`config.mk`:
```
export PLATFORM = sky130hd
export DESIGN_NAME = packet_seq_loss_reorder_tracker_core
export DESIGN_NICKNAME = d
export VERILOG_FILES = /design/src/pslrt_pkg.sv /design/src/pslrt_ring.sv /design/src/packet_seq_loss_reorder_tracker_core.sv
export SDC_FILE = /design/constraint.sdc
export NUM_CORES = 2
export LEC_CHECK = 0
export BUFFER_PORTS_ARGS = -buffer_cell sky130_fd_sc_hd__buf_4
export CORE_ASPECT_RATIO = 1.5
export CORE_UTILIZATION = 62
export DETAILED_ROUTE_END_ITERATION = 12
export MAX_ROUTING_LAYER = met4
export PLACE_DENSITY_LB_ADDON = 0.1
export SLEW_MARGIN = 40
export SYNTH_ARGS = -nofsm -noshare
export SYNTH_HDL_FRONTEND = slang
export SYNTH_SLANG_ARGS = --single-unit
```
`constraint.sdc`:
```
create_clock -name i_clk -period 9.4 [get_ports i_clk]
set_input_delay 1.88 -clock i_clk [delete_from_list [all_inputs] [get_ports i_clk]]
set_output_delay 1.88 -clock i_clk [all_outputs]
set_load 0.01 [all_outputs]
```
`src/pslrt_pkg.sv`:
```
// Shared types and constants for the sequence loss and reorder tracker.
package pslrt_pkg;

    localparam int RING_DEPTH_DEF = 128;
    localparam logic [14:0] WINDOW_RESET = 15'd255;

    typedef enum logic [1:0] {
        OP_DATA    = 2'd0,
        OP_PARITY  = 2'd1,
        OP_RECOVER = 2'd2,
        OP_NONE    = 2'd3
    } t_op;

    typedef struct packed {
        logic [1:0]  operation;
        logic [15:0] seq;
        logic [15:0] size;
        logic [31:0] arrival_time;
    } t_in_word;

    typedef struct packed {
        logic [31:0] data_bytes;
        logic [31:0] data_packets;
        logic [31:0] parity_bytes;
        logic [31:0] parity_packets;
        logic [31:0] recovered_count;
        logic [31:0] lost_count;
        logic [31:0] disorder_count;
        logic [31:0] duplicate_count;
        logic [31:0] gap_sum;
        logic [15:0] highest_seq;
    } t_out_word;

    typedef enum logic [2:0] {
        ST_IDLE,
        ST_EVAL,
        ST_FILL,
        ST_SEARCH,
        ST_CHECK,
        ST_CLEAR,
        ST_DONE
    } t_state;

endpackage

```
`src/pslrt_ring.sv`:
```
// Loss ring memory with a valid bit per entry and registered read data.
module pslrt_ring #(
    parameter int DEPTH = pslrt_pkg::RING_DEPTH_DEF,
    parameter int AW    = $clog2(DEPTH)
) (
    input  logic          i_clk,
    input  logic          i_rst_n,
    input  logic          i_we,
    input  logic [AW-1:0] i_waddr,
    input  logic [15:0]   i_wdata,
    input  logic          i_clr,
    input  logic [AW-1:0] i_raddr,
    output logic [15:0]   o_rdata,
    output logic          o_rvalid
);
    import pslrt_pkg::*;

    logic [15:0]      mem [DEPTH];
    logic [DEPTH-1:0] r_valid;

    always_ff @(posedge i_clk) begin
        if (i_we) begin
            mem[i_waddr] <= i_wdata;
        end
        o_rdata <= mem[i_raddr];
    end

    always_ff @(posedge i_clk) begin
        if (!i_rst_n) begin
            r_valid  <= '0;
            o_rvalid <= 1'b0;
        end else begin
            o_rvalid <= r_valid[i_raddr] && !(i_we && i_waddr == i_raddr);
            if (i_we) begin
                r_valid[i_waddr] <= 1'b1;
            end
            if (i_clr) begin
                r_valid[i_raddr] <= 1'b0;
            end
        end
    end

endmodule

```
`src/packet_seq_loss_reorder_tracker_core.sv`:
```
// Top level of the packet sequence loss and reorder tracker.
// Usage:
//   Drive i_word and pulse start while busy is low; the word is taken at
//   that edge. Exactly one result word appears on o_word with o_valid high
//   for one cycle; the receiver cannot hold it off.
//   i_cfg_we with i_cfg_wdata writes the reorder window; the user must do so while idle, the block does not enforce it.
// Handling per word:
//   parity, recovered, unused and first data words: evaluate, then show.
//   data word moving forward by d: min(d-1, RING_DEPTH) ring writes,
//   one ring write per cycle.
//   late or equal data word: reads up to RING_DEPTH entries, a read and
//   a check per entry through the single read port, plus a clear on a hit.
//   busy stays high until the result is shown; the next word may start in
//   the cycle after o_valid.
// Reset:
//   clears all counters, the highest number and every ring valid bit at
//   once; the window returns to 255.
module packet_seq_loss_reorder_tracker_core #(
    parameter int RING_DEPTH = pslrt_pkg::RING_DEPTH_DEF
) (
    input  logic                  i_clk,
    input  logic                  i_rst_n,
    input  logic                  start,
    output logic                  busy,
    input  pslrt_pkg::t_in_word   i_word,
    input  logic                  i_cfg_we,
    input  logic [14:0]           i_cfg_wdata,
    output logic                  o_valid,
    output pslrt_pkg::t_out_word  o_word
);
    import pslrt_pkg::*;

    localparam int AW = $clog2(RING_DEPTH);
    localparam logic [AW-1:0] LAST = AW'(RING_DEPTH - 1);
    localparam logic [16:0] DEPTH17 = 17'(RING_DEPTH);

    t_state r_state, n_state;
    t_in_word r_in;
    logic [14:0] r_window;
    logic r_seen;
    logic [15:0] r_top;
    logic [31:0] r_prev, r_gap;
    logic [31:0] r_dbytes, r_dpkts, r_pbytes, r_ppkts, r_recov, r_lost, r_dis, r_dup;
    logic [AW-1:0] r_ptr, n_ptr;
    logic [15:0] r_fill, n_fill;
    logic [16:0] r_left, n_left;
    logic [AW-1:0] r_idx, n_idx;
    logic [AW-1:0] r_chk;

    logic we, clr;
    logic [AW-1:0] waddr, raddr;
    logic [15:0] rdata;
    logic rvalid;

    logic signed [17:0] diff, dadj;
    logic [16:0] mag;
    logic [16:0] nskip;

    pslrt_ring #(.DEPTH(RING_DEPTH), .AW(AW)) u_ring (
        .i_clk(i_clk), .i_rst_n(i_rst_n),
        .i_we(we), .i_waddr(waddr), .i_wdata(r_fill),
        .i_clr(clr), .i_raddr(raddr),
        .o_rdata(rdata), .o_rvalid(rvalid)
    );

    always_comb begin
        diff = 18'(signed'({2'b00, r_in.seq})) - 18'(signed'({2'b00, r_top}));
        mag = diff[17] ? 17'(-diff) : 17'(diff);
        dadj = diff;
        if (mag > {2'b00, r_window}) begin
            dadj = diff[17] ? diff + 18'sd65536 : diff - 18'sd65536;
        end
        nskip = 17'(dadj - 18'sd1);
    end

    always_comb begin
        n_state = r_state;
        n_ptr = r_ptr;
        n_fill = r_fill;
        n_left = r_left;
        n_idx = r_idx;
        we = 1'b0;
        clr = 1'b0;
        waddr = n_ptr;
        raddr = r_idx;
        unique case (r_state)
            ST_IDLE: begin
                if (start) n_state = ST_EVAL;
            end
            ST_EVAL: begin
                n_state = ST_DONE;
                if (t_op'(r_in.operation) == OP_DATA && r_seen) begin
                    if (!dadj[17] && dadj != 18'sd0) begin
                        n_left = (nskip > DEPTH17) ? DEPTH17 : nskip;
                        n_fill = r_top + 16'(nskip - n_left) + 16'd1;
                        n_state = ST_FILL;
                    end else begin
                        n_idx = '0;
                        n_state = ST_SEARCH;
                    end
                end
            end
            ST_FILL: begin
                if (r_left == 17'd0) begin
                    n_state = ST_DONE;
                end else begin
                    n_ptr = (r_ptr == LAST) ? '0 : r_ptr + 1'b1;
                    waddr = n_ptr;
                    we = 1'b1;
                    n_fill = r_fill + 16'd1;
                    n_left = r_left - 17'd1;
                end
            end
            ST_SEARCH: begin
                raddr = r_idx;
                n_state = ST_CHECK;
            end
            ST_CHECK: begin
                if (rvalid && rdata == r_in.seq) begin
                    n_state = ST_CLEAR;
                end else if (r_idx == LAST) begin
                    n_state = ST_DONE;
                end else begin
                    n_idx = r_idx + 1'b1;
                    n_state = ST_SEARCH;
                end
            end
            ST_CLEAR: begin
                raddr = r_chk;
                clr = 1'b1;
                n_state = ST_DONE;
            end
            ST_DONE: n_state = ST_IDLE;
            default: n_state = ST_IDLE;
        endcase
    end

    always_ff @(posedge i_clk) begin
        if (start && !busy) r_in <= i_word;
        r_fill <= n_fill;
        r_left <= n_left;
        r_idx <= n_idx;
        if (r_state == ST_SEARCH) r_chk <= r_idx;
    end

    always_ff @(posedge i_clk) begin
        if (!i_rst_n) begin
            r_state <= ST_IDLE;
            r_window <= WINDOW_RESET;
            r_seen <= 1'b0;
            r_top <= '0;
            r_prev <= '0;
            r_gap <= '0;
            r_ptr <= '0;
            {r_dbytes, r_dpkts, r_pbytes, r_ppkts} <= '0;
            {r_recov, r_lost, r_dis, r_dup} <= '0;
        end else begin
            r_state <= n_state;
            r_ptr <= n_ptr;
            if (i_cfg_we) r_window <= i_cfg_wdata;
            if (r_state == ST_EVAL) begin
                unique case (t_op'(r_in.operation))
                    OP_DATA: begin
                        r_dpkts <= r_dpkts + 32'd1;
                        r_dbytes <= r_dbytes + {16'd0, r_in.size};
                        r_prev <= r_in.arrival_time;
                        if (!r_seen) begin
                            r_seen <= 1'b1;
                            r_top <= r_in.seq;
                        end else begin
                            r_gap <= r_gap + (r_in.arrival_time - r_prev);
                            if (!dadj[17] && dadj != 18'sd0) begin
                                r_lost <= r_lost + {15'd0, nskip};
                                r_top <= r_in.seq;
                            end else begin
                                r_dis <= r_dis + 32'd1;
                            end
                        end
                    end
                    OP_PARITY: begin
                        r_ppkts <= r_ppkts + 32'd1;
                        r_pbytes <= r_pbytes + {16'd0, r_in.size};
                    end
                    OP_RECOVER: r_recov <= r_recov + 32'd1;
                    OP_NONE: ;
                    default: ;
                endcase
            end
            if (r_state == ST_CLEAR) r_lost <= r_lost - 32'd1;
            if (r_state == ST_CHECK && n_state == ST_DONE) r_dup <= r_dup + 32'd1;
        end
    end

    assign busy = (r_state != ST_IDLE);
    assign o_valid = (r_state == ST_DONE);
    assign o_word = '{data_bytes: r_dbytes, data_packets: r_dpkts,
                      parity_bytes: r_pbytes, parity_packets: r_ppkts,
                      recovered_count: r_recov, lost_count: r_lost,
                      disorder_count: r_dis, duplicate_count: r_dup,
                      gap_sum: r_gap, highest_seq: r_top};

    a_done_idle: assert property (@(posedge i_clk) disable iff (!i_rst_n)
        o_valid |=> !busy) else $error("result not followed by idle");
    a_start_eval: assert property (@(posedge i_clk) disable iff (!i_rst_n)
        (start && !busy) |=> (r_state == ST_EVAL)) else $error("start lost");
    a_clr_once: assert property (@(posedge i_clk) disable iff (!i_rst_n)
        clr |=> (r_state == ST_DONE)) else $error("clear not final");
    a_no_we_search: assert property (@(posedge i_clk) disable iff (!i_rst_n)
        (r_state == ST_CHECK) |-> !we) else $error("write during search");

endmodule

```
==> flow_metrics.tcl <==
set metrics [dict create \
    ys_warn_count 0 \
    slew_headroom 0.3039 \
    ys_ff_latch 2668 \
    dp.cells 10130 \
    final_antenna_net_count 0 \
    hold_end "r_prev[26]$_SDFFE_PN0P_" \
    path_clk_slew_ps 70 \
    clockRootBuffer "clkbuf_16" \
    power.switching_uw 8587 \
    routed_via_density 6.802 \
    max_stage_delay_ps 450 \
    grt.busiest_layer "met2" \
    grt_max_degree 179 \
    nets 8390 \
    insertion_delay_ps 890 \
    path_class "reg -> reg" \
    grt_pass1_vias 68200 \
    max_freq_mhz 116.1 \
    fin_skew_ps 32.42 \
    die_x_um 341.8 \
    rsz0062_at_grt "false" \
    arrival_ps 9230 \
    setup-tns-final_ps 0 \
    p_leak_uw 0.04070 \
    drtIter0Drc 9333 \
    hold_violations 0 \
    grtUsageMet2 0.5801 \
    synth.most_common_cell "edfxtp_1" \
    cpMostUsedCell "o21ai_0" \
    coreArea_um2 171500 \
    intPower_uw 20810 \
    multi_input_area_um2 30330 \
    final.fill_count 11260 \
    place_hpwl_mm 200.4 \
    finish.utilization 0.7124 \
    cpMaxStageDelayCell "edfxtp_1" \
    drc_errors 0 \
    firstDrtPassIters 6 \
    synth.largest_area_cell "edfxtp_1" \
    sw_frac_of_total 0.2921 \
    period_share 0.9162 \
    maxCapViolCount 0 \
    peakVddDrop_mv 0.2149 \
    chipHeight_um 511.7 \
    grt_usage 0.3801 \
    crit_fanout 15 \
    drive_gt1_frac 0.1556 \
    vias 71960 \
    reg2reg_depth 36 \
    tightest_slew_ps 1040 \
    synthTopCellsByArea "edfxtp_1 (60%), dfxtp_1 (9.5%), a22oi_1 (6.1%)" \
    synth.cell_area_um2 107400 \
    status "finished, final reports clean" \
    ys_seq_area_frac 0.6989 \
    p_clk_frac 0.333 \
    h-tree-depth 4 \
    syn2layout_area_growth_pct 13.79 \
    whs_path_depth 2 \
    slew_violations 0 \
    required_ps 10020 \
    boundaryPins 391 \
    synth_commonest_cells "edfxtp_1 (2,161), a22oi_1 (866), dfxtp_1 (507), nor2_1 (506), nand2_1 (462)" \
    place.gp.congestion 0.9871 \
    std_cell_rows 186 \
    comb_power_share 0.196 \
    startpoint_type "flop" \
    pwr-share-seq 0.471 \
    synth_cell_types 104 \
    avgRoutedWirePerCell_um 30.89 \
    hold_class "reg -> reg" \
    wirelength_mm 326.8 \
    min_period_ps 8612 \
    p_total_uw 29400 \
    antenna_found_initial 14 \
    dieArea_um2 174900 \
    use_met3 0.07936 \
    io_buffers 390 \
    start_util 0.6260 \
    final_cells 10580 \
    clk_path_buf_depth 3 \
    synth_top_flop_cell "edfxtp_1" \
    setup_viol 0 \
    cts_sinks 2668 \
    timing.rr.start "r_in[48]$_DFFE_PP_" \
    synth-edff-count 2161 \
    r2r_slack_ps 790 \
    hp-start "r_prev[26]$_SDFFE_PN0P_" \
    power.density_nw_per_um2 240.6 \
    cts_buffers 229 \
    use_met1 0.4652 \
    grt_pass1_wl_mm 467.4 \
    synth_top_area_frac 0.6043 \
    synthArstFlopShare 0 \
    avgSynthCellArea_um2 14.05 \
    rr_endpoint "r_fill[15]$_DFFE_PP_" \
    cts_tree "done" \
    cp-end-kind "flop" \
    synthesis.instances 7643 \
    register_area_um2 75040 \
    gr-total-overflow 0 \
]
==> power by group through the flow <==
stage / clock network [µW] / registers [µW] / logic [µW]
2_1_floorplan: 0 / 14500 / 2910
3_3_place_gp: 0 / 14100 / 5470
3_5_place_dp: 0 / 14100 / 5620
4_1_cts: 9840 / 13800 / 5640
5_1_grt: 10300 / 13800 / 6060
6_report: 9790 / 13800 / 5770
==> critical path: cells and delay by family (launching register included) <==
| family | cells | cell delay, ps |
|---|---|---|
| AND/OR/NAND/NOR | 9 | 2200 |
| buffers and inverters | 2 | 140 |
| adder cells (fa/ha/maj) | 5 | 1600 |
| flip-flops | 1 | 450 |
| AO/OA/AOI/OAI | 16 | 3210 |
| multiplexers | 1 | 190 |
| XOR/XNOR | 3 | 530 |
==> layout by cell type, fill, tap and decap left out, types with 26 or more instances in the layout <==
master	synthesis	final
clkinv_2	0	46
or3_1	64	63
clkinv_1	0	34
dfxtp_1	507	507
a31oi_1	93	78
clkbuf_16	0	233
o21ai_0	133	130
nand2_1	462	452
o221a_2	129	129
nor2b_1	35	33
mux2i_1	32	29
buf_4	4	619
nor2_1	506	473
o211ai_1	26	26
clkbuf_1	262	52
xnor2_1	170	170
nor4_1	42	34
a41oi_1	123	113
edfxtp_1	2161	2161
nand2b_1	30	30
nor3_1	50	44
a22o_1	120	120
a22oi_1	866	866
nand4_1	153	153
a21o_1	43	43
xor2_1	153	153
fa_1	48	48
ha_1	153	153
nand3_1	113	112
a221oi_1	118	118
and3_1	66	64
a21oi_1	283	282
inv_1	245	245
bufinv_16	0	31
==> registers in the layout, indices dropped and copies added (netlist names) <==
| name | flops |
|---|---|
| r_left | 17 |
| r_state | 3 |
| r_gap | 32 |
| r_window | 15 |
| u_ring.mem | 2048 |
| r_ppkts | 32 |
| r_dis | 32 |
| r_dbytes | 32 |
| r_lost | 32 |
| r_in | 66 |
| r_pbytes | 32 |
| r_dup | 32 |
| r_recov | 32 |
| r_chk | 7 |
| u_ring.o_rvalid | 1 |
| r_fill | 16 |
| r_dpkts | 32 |
| r_idx | 7 |
| u_ring.r_valid | 128 |
| r_seen | 1 |
| r_ptr | 7 |
| u_ring.o_rdata | 16 |
| r_prev | 32 |
| r_top | 16 |
==> per-layer routing <==
metal  up-vias  wire length, µm
met5         -                0
met4         0            22980
met3       809            36200
met2      4563           152600
met1     35710           115000
li1      30880                -
==> worst max-delay path by stage <==
| stage | cells past startpoint | startpoint | endpoint |
|---|---|---|---|
| after floorplan | 38 | r_top[2]$_SDFFE_PN0P_ | r_fill[15]$_DFFE_PP_ |
| after global placement | 36 | r_in[48]$_DFFE_PP_ | r_fill[15]$_DFFE_PP_ |
| after detailed placement | 36 | r_in[48]$_DFFE_PP_ | r_fill[15]$_DFFE_PP_ |
| after CTS | 36 | r_in[48]$_DFFE_PP_ | r_fill[15]$_DFFE_PP_ |
| after global routing | 35 | r_in[48]$_DFFE_PP_ | r_fill[15]$_DFFE_PP_ |
| final | 36 | r_in[48]$_DFFE_PP_ | r_fill[15]$_DFFE_PP_ |
==> what timing repair did <==
item / in CTS / in global routing
buffers inserted: 0 / 0
hold endpoints to repair: 0 / 0
endpoints found under the setup margin: 0 / 2
hold buffers: 0 / 0
gates resized for setup: 0 / 3
==> kinds of logic (layout without fill, tap and decap cells) <==
family                     count (synthesis)  in the layout  share of synthesized area
DFF                                     2668           2668                     0.6989
muxes                                     33             33                   0.003088
adders and majority gates                201            201                    0.02678
buffers and inverters                    675           1332                    0.02449
and+or+nand+nor                         1628           1628                    0.07229
other                                      2             25                 0.00006994
xor gates and xnor gates                 327            327                    0.02706
AOI/OAI and AO/OA                       2109           2109                     0.1474
==> stage by stage <==
stage	worst slack (ps)	area, µm²	hold slack (ps)
5_1_grt	13.77	122200	486.0
2_1_floorplan	1825	107400	424.4
3_5_place_dp	595.4	114200	463.4
6_report	787.7	122200	472.7
3_3_place_gp	688.2	113800	453.2
4_1_cts	542.6	122000	472.3
==> cell type report <==
| cell class | count | area share |
|---|---|---|
| diodes | 18 | 0.0003687 |
| clock buffers | 292 | 0.05011 |
| clock inverters | 140 | 0.01352 |
| inverters | 246 | 0.007660 |
| multi-input cells | 4305 | 0.2482 |
| flip-flops and latches | 2668 | 0.6142 |
| well taps | 2256 | 0.02310 |
| repair buffers | 654 | 0.04283 |
No activity file was read; power rests on OpenSTA's default activity.
